[config.mk]
export PLATFORM = sky130hd
export DESIGN_NAME = qs_div_cell
export DESIGN_NICKNAME = d
export VERILOG_FILES = /design/src/hw/rtl/qs_div_cell.sv
export SDC_FILE = /design/constraint.sdc
export NUM_CORES = 1
export LEC_CHECK = 0
export BUFFER_PORTS_ARGS = -buffer_cell sky130_fd_sc_hd__clkbuf_2
export CAP_MARGIN = 40
export CORE_MARGIN = 10
export CORE_UTILIZATION = 45
export DETAILED_ROUTE_END_ITERATION = 10
export GPL_TIMING_DRIVEN = 0
export PLACE_DENSITY_LB_ADDON = 0.2
export SLEW_MARGIN = 25
export SYNTH_ARGS = -nofsm -noshare
export SYNTH_HDL_FRONTEND = slang
export SYNTH_SLANG_ARGS = --single-unit
export TNS_END_PERCENT = 1
[constraint.sdc]
create_clock -name clk -period 9.62 [get_ports clk]
set_input_delay 1.443 -clock clk [delete_from_list [all_inputs] [get_ports clk]]
set_output_delay 1.443 -clock clk [all_outputs]
set_load 0.01 [all_outputs]
[src/hw/rtl/qs_div_cell.sv]
// one quotient bit of the four-lane restoring divider
module qs_div_cell #(
	parameter int NW = 46,
	parameter int DW = 31,
	parameter int QW = 16,
	parameter int K  = 0,
	parameter int SW = 1
) (
	input  logic                clk,
	input  logic                en,
	input  logic [3:0][NW-1:0]  rem_i,
	input  logic [3:0][QW-1:0]  q_i,
	input  logic [DW-1:0]       den_i,
	input  logic [SW-1:0]       side_i,
	output logic [3:0][NW-1:0]  rem_o,
	output logic [3:0][QW-1:0]  q_o,
	output logic [DW-1:0]       den_o,
	output logic [SW-1:0]       side_o
);
	localparam logic [QW-1:0] QBIT = QW'(1) << K;

	logic [NW-1:0] dsh;

	assign dsh = NW'(den_i) << K;

	always_ff @(posedge clk) begin
		if (en) begin
			den_o  <= den_i;
			side_o <= side_i;
			for (int i = 0; i < 4; i++) begin
				if (rem_i[i] >= dsh) begin
					rem_o[i] <= rem_i[i] - dsh;
					q_o[i]   <= q_i[i] | QBIT;
				end else begin
					rem_o[i] <= rem_i[i];
					q_o[i]   <= q_i[i];
				end
			end
		end
	end
endmodule

==> results.md <==
- CP max stage delay: 0.53 ns
- Commonest non-fill, non-tap cells in the layout: clkbuf_2 (558), edfxtp_1 (280), nand2_1 (204)
- Final min period: 4.72 ns
- M1 WL: 29,200 um
- Cell area after synthesis: 18,500 um^2
- Clock root buffer: clkbuf_16
- Initial antenna violation count: 8
- Mapped Nets: 2,308
- Placer Congestion: 0.926
- Final worst setup slack: 4.90 ns
- Post-synth EDFFs: 280
- Final setup fails: 0
- Register area share after synthesis: 45.4%
- Die area: 49,600 um^2
- Post-Syn Area per Cell: 9.75 um^2
- Worst path top cell family by delay: compound AO/OA/AOI/OAI gates
- HPWL Detailed: 59,700 um
- Max-slew headroom: 40.6%
- Pin count of the biggest net entering global routing: 90
- Worst EP arrival: 5.09 ns
- Routed wire length: 74,400 um
- Fmax achieved: 0.212 GHz
- DRT antenna net count: 0
- First-pass GRT wire length: 108,000 um
- PortBufs: 559
- Cell total after placement: 2,994
- Share of cells above drive strength 1: 26.3%
- Place WS: 4.30 ns
- Fin util: 56.8%
- DR top layer: met5
- Global Route Usage Sum: 28.3%
- Routed vias: 17.6k
- End of the critical path: rem_o[149]$_DFFE_PP_
- Design Power: 3.84 mW
- Worst path slowest cell: o21ai_1
- Worst path required time: 9.99 ns
- Core ar.: 40,700 um^2
- CTS tree: built
- Max Slew Vio Count: 0
- P per Cell Area: 166 nW/um^2
- Top FF cell, synth: edfxtp_1
- Fin. Hold Viols: 0
- CTS Buffer Depth: 3
- Met3 wire length: 5360 um
- Yosys top cell area share: 45.4%
- Tightest Hold Check Type: primary input to flop
- Chip height: 223 um
- Hold_buf cts: 0
- P_leak: 9.72 nW
- Number of synthesis warnings: 0
- CTS resizes: 0
- Worst path bufs/invs: 4
- Total CTS buffers: 31
- Htree depth: 1
- Drt pass-1 iters: 7
- Netlist cell types: 71
- VDD IR-drop max: 0.000145 V
- Status: finished clean
- Setup CP Type: primary input to flop
- RSZ-0062 raised after global routing: no
- Met2 WL: 36,600 um
- Most area-consuming cells after synthesis: edfxtp_1 (45%), ha_1 (8.4%), a21oi_1 (5.1%), xnor2_1 (4.2%), nand2_1 (4.1%)
- Setup bufs post-CTS: 0
- Commonest non-fill, non-tap cell in the layout: clkbuf_2
- Mapped Cells: 1,898
- Yosys reg bits: 280
- Final Net Count: 2,906
- Rows: 74
- Routed len/inst: 24.4 um
- Area growth from synthesis to layout: 25.0%
- CP Depth: 13
- CP startpoint kind: primary input
- Starting Density: 45.4%
- Die width: 223 um
- Synth async-reset ratio: 0%
- Via/cell ratio: 5.76
- Worst-Margin Slew: 0.869 ns
- DR DRC count: 0
- Max-cap violations: 0
- Vias in the first global route: 17.1k
- CP Launch Point: den_i[11]
- Clock Pin Slew Worst Setup and Hold Paths: 0.06 ns
- DR iter-0 viols: 1,298
- Tcrit/Tclk final: 49.1%
- Worst path cell trace: clkbuf_2 -> inv_1 -> ha_1 -> clkbuf_1 -> nand2_1 -> o21ai_0 -> a211o_1 -> o21ai_0 -> o21ai_1 -> a21o_1 -> clkbuf_1 -> nor2_1 -> a21oi_1
- Final TNS setup: 0 ns
- Yosys top cell by area: edfxtp_1
- CP max FO: 10
- TritonCTS Sinks: 280
- # IOs: 562
- Finished Layout Cells: 3,053
- Overflow after GRT: 0
- Worst Setup End Kind: flop
power breakdown:
part / total [mW] / internal, mW / switching (mW)
Clock: 1.23 / 0.723 / 0.509
Sequential: 1.57 / 1.53 / 0.0430
Combinational: 1.03 / 0.384 / 0.648
Total: 3.84 / 2.64 / 1.20
sequential cells by signal, indices dropped and copies added (netlist names):
name,flops
side_o,1
den_o,31
q_o,64
rem_o,184
cell usage after synthesis (all sizes together) (7+ instances only):
cell	n
o21bai	20
xnor2	88
buf	17
nor2	153
xor2	80
ha	124
clkbuf	62
o21ai	149
or4	10
inv	65
nand2b	23
o211ai	11
or2	12
or3	18
and3	10
nor4	32
o31ai	18
edfxtp	280
a31oi	15
nor2b	7
and2	7
a21oi	191
nand2	204
nand3	34
o21a	16
mux2	7
nand4	54
a21o	35
a211oi	23
nor3	41
logic make-up (layout without fill, tap and decap cells):
| group | Yosys count | after routing | share of synthesized area, % |
|---|---|---|---|
| AOI/OAI and AO/OA | 543 | 543 | 17.9 |
| and+or+nand+nor | 625 | 625 | 16.1 |
| muxes | 10 | 10 | 0.588 |
| other | 0 | 3 | 0 |
| buffers and inverters | 144 | 764 | 3.16 |
| xor gates and xnor gates | 168 | 168 | 7.95 |
| DFF | 280 | 280 | 45.4 |
| adders and majority gates | 128 | 128 | 8.82 |
through the flow:
stage               hold WS, ns  cell area, um^2
detailed placement         1.62            22100
finish                     1.04            23100
global placement           1.62            22000
floorplan                  1.54            18500
CTS                        1.01            23100
global route               1.01            23100
final cells by class:
type                       count  area [um^2]
antenna                        3         7.51
buffer                        79          340
clock buffer                  32          779
clock inverter                23          265
fill                        3678        17600
inverter                      65          244
multi-input combinational   1474         9520
sequential                   280         8410
tap                          532          666
timing repair buffer         565         2900
worst min path at each step:
stage,from,to,slack (ns),depth (start not counted)
finish,q_i[28],q_o[28]$_DFFE_PP_,1.04,1
global route,q_i[40],q_o[40]$_DFFE_PP_,1.01,1
CTS,q_i[28],q_o[28]$_DFFE_PP_,1.01,1
detailed placement,q_i[23],q_o[23]$_DFFE_PP_,1.62,1
global placement,q_i[56],q_o[56]$_DFFE_PP_,1.62,1
floorplan,den_i[0],den_o[0]$_DFFE_PP_,1.54,0
layer usage:
| metal | GRT usage, % | up-vias |
|---|---|---|
| met3 | 5.46 | 121 |
| met2 | 48.7 | 718 |
| li1 | - | 8321 |
| met5 | 0 | - |
| met4 | 11.4 | 10 |
| met1 | 34.1 | 8424 |
Note: power is estimated with default switching activity, not from simulation.
