### src/hw/rtl/qs_pkg.sv
// shared constants, tables and types for the quaternion slerp pipeline
package qs_pkg;
	localparam int FRAC_BITS    = 14;
	localparam int CORDIC_STEPS = 16;
	localparam int CORDIC_MAX   = 32;
	localparam int T_ONE        = 65536;
	localparam int QUARTER_TURN = 1 << 30;
	localparam int ROT_SEED     = 1 << 20;
	localparam logic [14:0] THR_RESET = 15'd16376;

	localparam int VEC_W  = 33;   // vectoring x/y
	localparam int ROT_W  = 24;   // rotation x/y
	localparam int ANG_W  = 33;   // angle accumulators
	localparam int SQA_W  = 61;   // radicand 2^60 - c*c
	localparam int SQB_W  = 62;   // sum of squares
	localparam int NORM_W = 31;
	localparam int NUM_W  = 46;
	localparam int QUO_W  = 16;

	localparam logic [31:0] ATAN_TAB [CORDIC_MAX] = '{
		32'h20000000, 32'h12E4051E, 32'h09FB385B, 32'h051111D4,
		32'h028B0D43, 32'h0145D7E1, 32'h00A2F61E, 32'h00517C55,
		32'h0028BE53, 32'h00145F2F, 32'h000A2F98, 32'h000517CC,
		32'h00028BE6, 32'h000145F3, 32'h0000A2FA, 32'h0000517D,
		32'h000028BE, 32'h0000145F, 32'h00000A30, 32'h00000518,
		32'h0000028C, 32'h00000146, 32'h000000A3, 32'h00000051,
		32'h00000029, 32'h00000014, 32'h0000000A, 32'h00000005,
		32'h00000003, 32'h00000001, 32'h00000001, 32'h00000000
	};

	// first quaternion, blend and path select
	typedef struct packed {
		logic [3:0][15:0] a;
		logic [16:0]      t;
		logic             near;
	} qs_lane_a_t;

	// second quaternion after the shorter-arc sign flip
	typedef struct packed {
		logic [3:0][16:0] b;
	} qs_lane_b_t;

	typedef struct packed {
		qs_lane_a_t la;
		qs_lane_b_t lb;
	} qs_ctx_t;

	typedef struct packed {
		logic [3:0] neg;
		logic       zero;
	} qs_div_side_t;
endpackage

### src/hw/rtl/qs_cordic_cell.sv
// one micro-rotation of a pipelined cordic, vectoring or rotation mode
module qs_cordic_cell #(
	parameter int XW        = 33,
	parameter int ZW        = 33,
	parameter int I         = 0,
	parameter bit VECTORING = 1'b1,
	parameter int SW        = 1
) (
	input  logic                 clk,
	input  logic                 en,
	input  logic signed [XW-1:0] x_i,
	input  logic signed [XW-1:0] y_i,
	input  logic signed [ZW-1:0] z_i,
	input  logic [SW-1:0]        side_i,
	output logic signed [XW-1:0] x_o,
	output logic signed [XW-1:0] y_o,
	output logic signed [ZW-1:0] z_o,
	output logic [SW-1:0]        side_o
);
	import qs_pkg::*;

	localparam logic signed [ZW-1:0] ANG = ZW'(ATAN_TAB[I]);

	logic signed [XW-1:0] dx, dy;
	logic                 up;

	assign dx = y_i >>> I;
	assign dy = x_i >>> I;
	// vectoring drives y to zero, rotation drives z to zero
	assign up = VECTORING ? !y_i[XW-1] : z_i[ZW-1];

	always_ff @(posedge clk) begin
		if (en) begin
			side_o <= side_i;
			if (up) begin
				x_o <= x_i + dx;
				y_o <= y_i - dy;
				z_o <= z_i + ANG;
			end else begin
				x_o <= x_i - dx;
				y_o <= y_i + dy;
				z_o <= z_i - ANG;
			end
		end
	end
endmodule

### config.mk
export PLATFORM = sky130hd
export DESIGN_NAME = qs_cordic_cell
export DESIGN_NICKNAME = d
export VERILOG_FILES = /design/src/hw/rtl/qs_pkg.sv /design/src/hw/rtl/qs_cordic_cell.sv
export SDC_FILE = /design/constraint.sdc
export NUM_CORES = 1
export LEC_CHECK = 0
export ABC_AREA = 1
export BUFFER_PORTS_ARGS = -buffer_cell sky130_fd_sc_hd__buf_2
export CORE_MARGIN = 3
export CORE_UTILIZATION = 35
export CTS_CLUSTER_DIAMETER = 60
export DETAILED_ROUTE_END_ITERATION = 7
export GPL_ROUTABILITY_DRIVEN = 1
export GPL_TIMING_DRIVEN = 0
export SYNTH_ARGS = -nofsm -noshare
export SYNTH_HDL_FRONTEND = slang
export SYNTH_SLANG_ARGS = --single-unit
export TNS_END_PERCENT = 10
### constraint.sdc
create_clock -name clk -period 3.75 [get_ports clk]
set_clock_uncertainty 0.2 [all_clocks]
set_input_delay 0.1875 -clock clk [delete_from_list [all_inputs] [get_ports clk]]
set_output_delay 0.1875 -clock clk [all_outputs]
set_load 0.005 [all_outputs]
==> flow_summary.ini <==
[placement]
gp_congestion = 0.973
dpl_cell_area_um2 = 12400
hpwl_um = 32100
numPortBuffers = 201

[sta]
setup_viol = 0
worst_slew_pin_slew_ns = 0.955
period_share_pct = 63.4
timing.fmax_mhz = 420
finalSetupTns_ns = 0
maxSlewViolCount = 0
relSlewSlack_pct = 36.3
whs_ns = 0.0491
fin_crit_ns = 2.38
hold_viol_final = 0
rsz0062_at_grt = no

[floorplan]
die_x_um = 182
num_rows = 63
core_area_um2 = 30100
die_h_um = 182
dieArea_um2 = 33100
pin_count = 202
initial_utilization_pct = 36.0

[worst_setup_path]
crit_family = simple AND/OR/NAND/NOR gates
crit_path_end = x_o[11]
criticalPathCategory = input port to register
cpMostUsedCell = nand2_1
worstPathMaxFanout = 10
crit_buf_inv = 4
critical_path_arrival_ns = 2.25
critical_path_cell_count = 12
required_ns = 3.62
start_kind = input port
endpoint_kind = register
cp_slowest_stage_delay_ns = 0.53
slowest_stage = o21ai_0
startpoint = x_i[7]
crit_chain = buf_2, inv_1, ha_1, buf_6, nand2_1, nor2_2, inv_1, nor3_2, nand2_1, nand2_1, xor2_1, o21ai_0

[global_routing]
gr-total-overflow = 0
first_global_vias = 10700
antenna_found_initial = 0
grtUsageTotal_pct = 22.8
grt_pass1_wl_um = 58600
grt_max_degree = 59

[synthesis]
synthArstFlopShare_pct = 0
synth_nets = 1940
synth.most_common_cell = nand2_1
synth_top_area_share_pct = 27.4
synth.distinct_cells = 31
syn_inst = 1731
synth_area_leaders = edfxtp_1, nand2_1, inv_1
synth_edf_count = 99
ys_seq_elements = 99
syn_area_per_cell_um2 = 6.27
synth_warnings = 0
yosysTopAreaCell = edfxtp_1
synth_area_um2 = 10800
ys_seq_area_share_pct = 27.4
synth_flop_cell = edfxtp_1
synth_common_cells = nand2_1, inv_1, nand3_1

[clock_tree]
cts_sinks = 99
htreeDepth = 3
clk_pin_slew_ns = 0.07
clockRootBuffer = clkbuf_16
cts_buffers = 9
cts_tree = done
cts_buffer_depth = 2
ctsResizeCount = 0

[status]
outcome = finished, final reports clean

[power_and_ir_drop]
intPower_mw = 2.47
power.switching_mw = 1.57
vdd_drop_max_v = 0.000200
p_total_mw = 4.04
power_frac_comb_pct = 40.1
p_per_area_nw_per_um2 = 311
p_leak_nw = 7.37
swShare_pct = 38.9
seqPwrFrac_pct = 35.2
clkPwrFrac_pct = 24.7

[detailed_routing]
wl_per_cell_um = 16.3
routed_wl_um = 38600
viasPerCell = 4.85
drc = 0
first_pass_iters = 6
antenna_left = 0
vias = 11500
drt_iter0_drc = 1052

[finish]
layout.nets = 2184
fin_area_um2 = 13000
area_growth_pct = 19.7
diodes = 0
drive_gt1_share_pct = 13.4

[worst_hold_path]
hp-class = input port to register

[flow_run]
cap_viol_max_count = 0
per-layer routing:
layer	vias to the layer above	share of wire, %	GRT usage (%)	wire length (µm)
met1	5213	48	33.9	18600
met4	0	1.9	5.85	742
met5	-	0	0	0
met2	430	42	35.1	16400
li1	5823	-	-	-
met3	37	7.4	2.41	2850
placed cells by master, fill, tap and decap left out, drive strengths merged, types with 2 or more instances in the layout:
cell	synthesis	layout
o21ai	36	36
nand3	163	163
o21bai	9	9
ha	103	103
a21oi	76	76
nor3	9	9
buf	39	241
o21a	5	5
nor2	114	114
nand4	18	18
xor2	21	21
nand2	655	655
clkbuf	5	15
fa	4	4
a31oi	2	2
inv	358	361
a21o	2	2
o22ai	7	7
edfxtp	99	99
xnor2	3	3
dlygate4sd3	0	31
final cells by class:
class / instances / area (µm²)
clock buffers: 10 / 229
fillers: 3283 / 17100
clock inverters: 6 / 71.3
inverters: 358 / 1340
flip-flops and latches: 99 / 2970
multi-input cells: 1230 / 6240
well taps: 390 / 488
plain buffers: 44 / 295
repair buffers: 233 / 1350
worst min path at each step:
stage,start,end,slack [ns],depth (start not counted)
after floorplan,side_i,side_o,0.09,0
after global placement,z_i[6],z_o[6],0.16,1
after detailed placement,side_i,side_o,0.17,1
after CTS,y_i[0],x_o[0],0.03,3
after global routing,z_i[32],z_o[32],0.06,3
final,z_i[32],z_o[32],0.05,3
registers in the layout, indices dropped and copies added (netlist names):
register  flops
y_o          32
x_o          33
side_o        1
z_o          33
power by group through the flow:
stage	Sequential, mW	Combinational, mW	Clock (mW)
finish	1.42	1.62	0.998
global route	1.44	1.80	1.08
CTS	1.42	1.60	1.03
detailed placement	1.45	1.57	0
global placement	1.45	1.55	0
floorplan	1.47	0.926	0
cell families after synthesis:
logic type | Yosys count | share of synthesized area (%)
AND/OR/NAND/NOR | 961 | 36.1
buffers and inverters | 402 | 15.1
XOR/XNOR | 24 | 1.94
adder cells (fa/ha/maj) | 107 | 12.6
flip-flops | 99 | 27.4
AO/OA/AOI/OAI | 138 | 6.86
worst min-delay path, stage by stage:
cell     delay (ns)
buf_2          0.08
xnor2_1        0.06
xnor2_1        0.16
through the flow:
step / setup WS, ns / util (%) / cells
after global routing: 1.18 / 43.1 / 2370
after detailed placement: 1.04 / 41.1 / 2323
after global placement: 1.07 / 41.0 / 2322
final: 1.37 / 43.1 / 2370
after floorplan: 1.69 / - / 1731
after CTS: 1.42 / 43.1 / 2370
timing repair:
item / in CTS / in global routing
hold buffers: 31 / 0
setup buffers: 0 / 0
endpoints found under the hold margin: 31 / 0
No activity file was read; power rests on OpenSTA's default activity.
