File: src/hw/rtl/qs_sqrt_cell.sv
// one digit step of the pipelined integer square root
module qs_sqrt_cell #(
	parameter int W  = 62,
	parameter int K  = 0,
	parameter int SW = 1
) (
	input  logic          clk,
	input  logic          en,
	input  logic [W-1:0]  x_i,
	input  logic [W-1:0]  r_i,
	input  logic [SW-1:0] side_i,
	output logic [W-1:0]  x_o,
	output logic [W-1:0]  r_o,
	output logic [SW-1:0] side_o
);
	localparam logic [W:0] BIT = (W+1)'(1) << (2 * K);

	logic [W:0] trial;
	logic       fits;

	assign trial = {1'b0, r_i} + BIT;
	assign fits  = {1'b0, x_i} >= trial;

	always_ff @(posedge clk) begin
		if (en) begin
			side_o <= side_i;
			if (fits) begin
				x_o <= x_i - trial[W-1:0];
				r_o <= (r_i >> 1) + BIT[W-1:0];
			end else begin
				x_o <= x_i;
				r_o <= r_i >> 1;
			end
		end
	end
endmodule

File: config.mk
export PLATFORM = sky130hd
export DESIGN_NAME = qs_sqrt_cell
export DESIGN_NICKNAME = d
export VERILOG_FILES = /design/src/hw/rtl/qs_sqrt_cell.sv
export SDC_FILE = /design/constraint.sdc
export NUM_CORES = 1
export LEC_CHECK = 0
export BUFFER_PORTS_ARGS = -buffer_cell sky130_fd_sc_hd__buf_2
export CORE_MARGIN = 10
export CORE_UTILIZATION = 59
export DETAILED_ROUTE_END_ITERATION = 16
export HOLD_SLACK_MARGIN = 0.03
export PLACE_DENSITY = 0.85
export RECOVER_POWER = 25
export SYNTH_ARGS = -nofsm -noshare
export SYNTH_HDL_FRONTEND = slang
export SYNTH_SLANG_ARGS = --single-unit
File: constraint.sdc
create_clock -name clk -period 13.4 [get_ports clk]
set_input_delay 2.68 -clock clk [delete_from_list [all_inputs] [get_ports clk]]
set_output_delay 2.68 -clock clk [all_outputs]
set_load 0.02 [all_outputs]
==> results of run 1 <==
## per-stage QoR
stage	utilization [%]	instance area, um2
finish	69.9	12500
floorplan	-	10600
global placement	66.9	11900
detailed placement	66.9	11900
global route	69.9	12500
CTS	70.0	12500
## cells in the final DEF, fill, tap and decap left out, drive strengths merged, types with 4 or more instances in the layout
cell    count
and4        5
o21bai     15
nor3       44
nand3      49
nor2       82
xor2       96
and3       21
a21oi      85
and2       10
edfxtp    125
diode       5
inv        32
or3         8
buf       233
xnor2      80
a31oi       5
a211oi      4
nor4       21
a21o       28
clkbuf     41
o21a        8
nor2b       7
o31ai       7
ha         64
nand4      45
nand2     181
nand2b      9
o21ai     100
clkinv      5
## layer usage
metal	up-vias	track usage, %	part of all wire [%]
met5	-	0	0.14
met4	6	11.6	3.4
met3	100	7.71	11
met2	693	48.0	46
met1	4889	39.3	40
li1	4928	-	-
## kinds of logic after synthesis
group                    count (synthesis)  share of synthesized area [%]
AND/OR/NAND/NOR                        492                           22.3
AO/OA/AOI/OAI                          284                           16.1
XOR/XNOR                               176                           14.5
flip-flops                             125                           35.3
buffers and inverters                   88                           3.74
adder cells (fa/ha/maj)                 65                           7.71
multiplexers                             4                          0.400
## registers in the layout (all words and copies together) (netlist names)
name	count
x_o	62
side_o	1
r_o	62
## power breakdown
part	switching [mW]	internal [mW]
Sequential	0.0143	0.488
Combinational	0.287	0.147
Clock	0.200	0.258
Total	0.501	0.892
## final timing paths
| path | from | endpoint | slack [ns] | cells past startpoint |
|---|---|---|---|---|
| setup / recovery | r_i[4] | r_o[49]$_DFFE_PP_ | 4.47 | 21 |
| hold / removal | side_i | side_o$_DFFE_PP_ | 2.43 | 1 |
## cell type report
cell class	instances	area (um2)
Antenna cell	5	12.5
Clock buffer	17	425
Clock inverter	15	136
Fill cell	1474	5370
Inverter	26	97.6
Multi-Input combinational cell	1021	6490
Sequential cell	125	3750
Tap cell	229	287
Timing Repair Buffer	257	1270
==> impl_metrics.json, run 1 <==
{
  "post_drt_wl_per_cell_um": 22.4,
  "cp_slowest_cell": "a21o_1",
  "synth_cell_types": 68,
  "violations": "capacitance limit, slew limit",
  "synth_fp_nets": 1426,
  "cts_tree": "built",
  "rows": 49,
  "core_mm2": 0.0178,
  "finalMaxSlewViolations": 71,
  "power_density_mw_per_mm2": 112,
  "leakage_nw": 5.08,
  "layout-drive-gt1-share_pct": 19.4,
  "hold_slack_ns": 2.43,
  "final_cells": 1695,
  "crit_arrival_ns": 9.10,
  "post-place-ws_ns": 4.25,
  "max_freq_ghz": 0.112,
  "dieArea_mm2": 0.0238,
  "yosys.area.top_type": "edfxtp_1",
  "via_per_inst": 6.26,
  "post_cts_buffers": 0,
  "synth.top_cells.by_count": "nand2_1 (180), edfxtp_1 (125), xor2_1 (96)",
  "cts_buffers": 17,
  "yosysWarnings": 0,
  "ys.flop_type": "edfxtp_1",
  "netlist.area_leader.share_pct": 35.3,
  "syn_area_mm2": 0.0106,
  "detailed_place_hpwl_um": 30000,
  "drcViolationCount": 0,
  "hold_class": "in2reg",
  "rsz0062_at_grt": "no",
  "max-clock-path-buffers": 2,
  "synth-edff-count": 125,
  "hold_viol": 0,
  "start_util_pct": 59.6,
  "postSynthAreaPerCell_um2": 8.62,
  "clkTransAtPathRegs_ns": 0.06,
  "fin_crit_ns": 8.93,
  "critPathMaxStageDelay_ns": 0.88,
  "maxSlewHeadroom_pct": -168,
  "globalRouteOverflowTotal": 0,
  "crit_top_cell": "nand4_1",
  "critPathMaxFanout": 26,
  "fin_crit_sh_pct": 66.7,
  "worst-path-buf-inv": 1,
  "num_io_pins": 252,
  "startpoint_type": "primary input",
  "crit_path_end_kind": "register",
  "power.total_mw": 1.39,
  "peakVddDrop_mv": 0.0847,
  "drtIter0Drc": 1007,
  "synth_async_sr_flop_share_pct": 0,
  "place_congestion": 1.04,
  "antenna_found_initial": 7,
  "yosysSeqAreaShare_pct": 35.3,
  "antenna_violating_nets_post_route": 0,
  "netlist_instances": 1234,
  "drv_cap": 1,
  "criticalPathCategory": "in2reg",
  "status": "complete, but fails checks",
  "synth_area_leaders": "edfxtp_1 (35%), xor2_1 (7.9%), ha_1 (7.5%)",
  "drt_first_pass_iters": 6,
  "area_growth_pct": 17.2,
  "grtUsageTotal_pct": 30.4,
  "synth_seq_cells": 125,
  "clock_sinks": 125,
  "fin_ws_ns": 4.47,
  "grt_pass1_wl_um": 57800,
  "synth_most_common_cell": "nand2_1",
  "grt_pass1_vias": 10300,
  "tightest_slew_ns": 4.02,
  "grt_max_degree": 76,
  "numPortBuffers": 251,
  "totalWireLength_um": 38000,
  "die_h_um": 154,
  "cts_hold_buf": 0,
  "setup_viol": 0,
  "required_ns": 13.57,
  "ctsHtreeMaxLevel": 4,
  "cts_root_buffer": "clkbuf_16",
  "post_cts_resized": 0,
  "finalSetupTns_ns": 0,
  "path_delay_family": "simple AND/OR/NAND/NOR gates",
  "layout.nets": 1640,
  "dr_total_vias": 10600,
  "crit_path_cell_trace": "buf_2 -> nand4_1 -> nor3_1 -> and2_1 -> nand3_2 -> nor3_1 -> nand2_1 -> nor4_2 -> nand3_1 -> xor2_1 -> ha_1 -> and3_1 -> nand4_1 -> or3_1 -> nor4_1 -> a21oi_1 -> and3_1 -> nor3_2 -> a21o_1 -> nand4_1 -> xnor2_1",
  "dpl.cell_count": 1658,
  "die_w_um": 154
}
Power figures use the tool's default switching activity.
==> run 2: changes to the inputs <==
--- a/config.mk
+++ b/config.mk
@@ -5,12 +5,13 @@
 export SDC_FILE = /design/constraint.sdc
 export NUM_CORES = 1
 export LEC_CHECK = 0
+export ABC_AREA = 1
 export BUFFER_PORTS_ARGS = -buffer_cell sky130_fd_sc_hd__buf_2
 export CORE_MARGIN = 10
-export CORE_UTILIZATION = 59
+export CORE_UTILIZATION = 58
 export DETAILED_ROUTE_END_ITERATION = 16
 export HOLD_SLACK_MARGIN = 0.03
-export PLACE_DENSITY = 0.85
+export PLACE_DENSITY = 0.8
 export RECOVER_POWER = 25
 export SYNTH_ARGS = -nofsm -noshare
 export SYNTH_HDL_FRONTEND = slang
==> constraint.sdc (replaced) <==
create_clock -name clk -period 8.3 [get_ports clk]
set_input_delay 1.66 -clock clk [delete_from_list [all_inputs] [get_ports clk]]
set_output_delay 1.66 -clock clk [all_outputs]
set_load 0.02 [all_outputs]
==> impl_metrics.json, run 2 <==
{
  "drtIter0Drc": 2575,
  "grt_max_degree": 82,
  "max-clock-path-buffers": 2,
  "grt_pass1_wl_um": 84900,
  "die_h_um": 175,
  "fill_cells": 2217,
  "finalInstanceArea_mm2": 0.0160,
  "criticalPathCategory": "in2reg",
  "cts_root_buffer": "clkbuf_16",
  "peakVddDrop_mv": 0.119,
  "post-place-ws_ns": 0.763,
  "rsz0062_at_grt": "no",
  "cts_buffers": 17,
  "max_freq_ghz": 0.136,
  "numPortBuffers": 251,
  "grt_pass1_vias": 15200,
  "power_density_mw_per_mm2": 166,
  "setup_viol": 0,
  "yosysSeqAreaShare_pct": 26.8,
  "netlist.area_leader.share_pct": 26.8,
  "postSynthAreaPerCell_um2": 6.16,
  "dieArea_mm2": 0.0308,
  "start_util_pct": 59.3,
  "fin_crit_sh_pct": 88.4,
  "core_mm2": 0.0236,
  "required_ns": 8.48,
  "antenna_violating_nets_post_route": 0,
  "startpoint_type": "primary input",
  "netlist_instances": 2276,
  "cts_tree": "built",
  "drcViolationCount": 0,
  "dr_total_vias": 16200,
  "detailed_place_hpwl_um": 45700,
  "critPathMaxStageDelay_ns": 0.72,
  "final_cell_mix": "nand2_1 (914), inv_1 (375), buf_2 (208), nor2_1 (200), nand4_1 (146)",
  "crit_path_cell_trace": "buf_2 -> ha_1 -> nand2_1 -> inv_1 -> nand2_1 -> nor2_1 -> nand2_1 -> nor2_1 -> xor2_1 -> mux2i_1 -> ha_1 -> nand2_1 -> inv_1 -> a21oi_1 -> o21bai_1 -> a21oi_1 -> nand3_1 -> nand2_4 -> nand3_4 -> buf_4 -> nand2_1 -> nand2_1",
  "hold_viol": 0,
  "clkTransAtPathRegs_ns": 0.06,
  "synth_seq_cells": 125,
  "crit_arrival_ns": 7.52,
  "synth_fp_nets": 2468,
  "finalSetupTns_ns": 0,
  "hold_class": "in2reg",
  "syn_area_mm2": 0.0140,
  "grtUsageTotal_pct": 35.4,
  "finalMaxSlewViolations": 52,
  "area_growth_pct": 13.9,
  "post_drt_wl_per_cell_um": 20.2,
  "via_per_inst": 5.75,
  "fin_crit_ns": 7.34,
  "yosys.area.top_type": "edfxtp_1",
  "cp_slowest_cell": "nand3_4",
  "synth.top_cells.by_count": "nand2_1 (914), inv_1 (375), nor2_1 (200)",
  "postPlaceCellArea_mm2": 0.0154,
  "yosysWarnings": 0,
  "cts_hold_buf": 0,
  "crit_path_end_kind": "register",
  "post_cts_buffers": 0,
  "top_regs": "r_o: 62 flops, x_o: 62 flops, side_o: 1 flops",
  "ys.flop_type": "edfxtp_1",
  "rows": 56,
  "place_congestion": 1.06,
  "layout-drive-gt1-share_pct": 10.6,
  "leakage_nw": 8.68,
  "totalWireLength_um": 56800,
  "synth-edff-count": 125,
  "synth_most_common_cell": "nand2_1",
  "ctsHtreeMaxLevel": 4,
  "synth_cell_types": 37,
  "crit_top_cell": "nand2_1",
  "layout_commonest_cell": "nand2_1",
  "drt_first_pass_iters": 6,
  "drv_cap": 1,
  "fin_ws_ns": 0.961,
  "violations": "capacitance limit, slew limit",
  "antenna_found_initial": 0,
  "post_cts_resized": 0,
  "tightest_slew_ns": 3.44,
  "synth_async_sr_flop_share_pct": 0,
  "hold_slack_ns": 1.41,
  "num_io_pins": 252,
  "die_w_um": 175,
  "antenna_cells": 0,
  "layout.nets": 2678,
  "clock_sinks": 125,
  "maxSlewHeadroom_pct": -129,
  "globalRouteOverflowTotal": 0,
  "critPathMaxFanout": 61,
  "status": "complete, but fails checks",
  "synth_area_leaders": "edfxtp_1 (27%), nand2_1 (24%), inv_1 (10%)"
}
## run 2: critical path, delay by kind of cell
| kind | cells | cell delay (ns) |
|---|---|---|
| AOI/OAI and AO/OA | 3 | 0.48 |
| xor gates and xnor gates | 1 | 0.22 |
| adders and majority gates | 2 | 0.76 |
| buffers and inverters | 4 | 0.99 |
| muxes | 1 | 0.21 |
| and+or+nand+nor | 11 | 3.06 |
## run 2: cells by family (layout without fill, tap and decap cells)
group / after synthesis / count (layout) / synth area share, %
xor gates and xnor gates: 135 / 135 / 8.44
and+or+nand+nor: 1403 / 1403 / 42.3
AOI/OAI and AO/OA: 91 / 91 / 3.40
adders and majority gates: 65 / 65 / 5.86
buffers and inverters: 445 / 668 / 12.4
DFF: 125 / 125 / 26.8
muxes: 12 / 12 / 0.857
## run 2: per-stage QoR
stage | utilization, % | instances | total power, mW
CTS | 67.9 | 2818 | 2.63
detailed placement | 65.3 | 2786 | 1.81
global placement | 65.3 | 2786 | 1.79
finish | 67.6 | 2818 | 2.66
global route | 67.6 | 2818 | 2.77
floorplan | - | 2276 | 1.47
## run 2: path summary, 6_finish.rpt
check	cells after the start	startpoint	slack, ns	end
worst max-delay path	22	r_i[1]	0.96	r_o[7]$_DFFE_PP_
worst min-delay path	1	side_i	1.41	side_o$_DFFE_PP_
## run 2: per-layer routing
metal / GRT usage [%] / part of all wire (%) / up-vias / wire length [um]
met1: 43.8 / 37 / 7228 / 21000
met3: 8.36 / 13 / 201 / 7330
met4: 16.2 / 5.2 / 0 / 2970
met5: 0 / 0 / - / 0
li1: - / - / 7597 / -
met2: 57.3 / 45 / 1174 / 25500
## run 2: cell type report
| cell class | count | area, um2 | share of cell area, % |
|---|---|---|---|
| tap | 319 | 399 | 2.50 |
| inverter | 379 | 1420 | 8.91 |
| clock inverter | 14 | 180 | 1.13 |
| clock buffer | 18 | 429 | 2.69 |
| timing repair buffer | 257 | 1250 | 7.81 |
| multi-input combinational | 1706 | 8540 | 53.5 |
| sequential | 125 | 3750 | 23.5 |
## run 2: power breakdown
group	switching, mW	leakage (nW)	total, mW	internal (mW)
Sequential	0.0245	1.22	0.833	0.809
Clock	0.352	0.293	0.832	0.481
Combinational	0.700	7.17	0.990	0.290
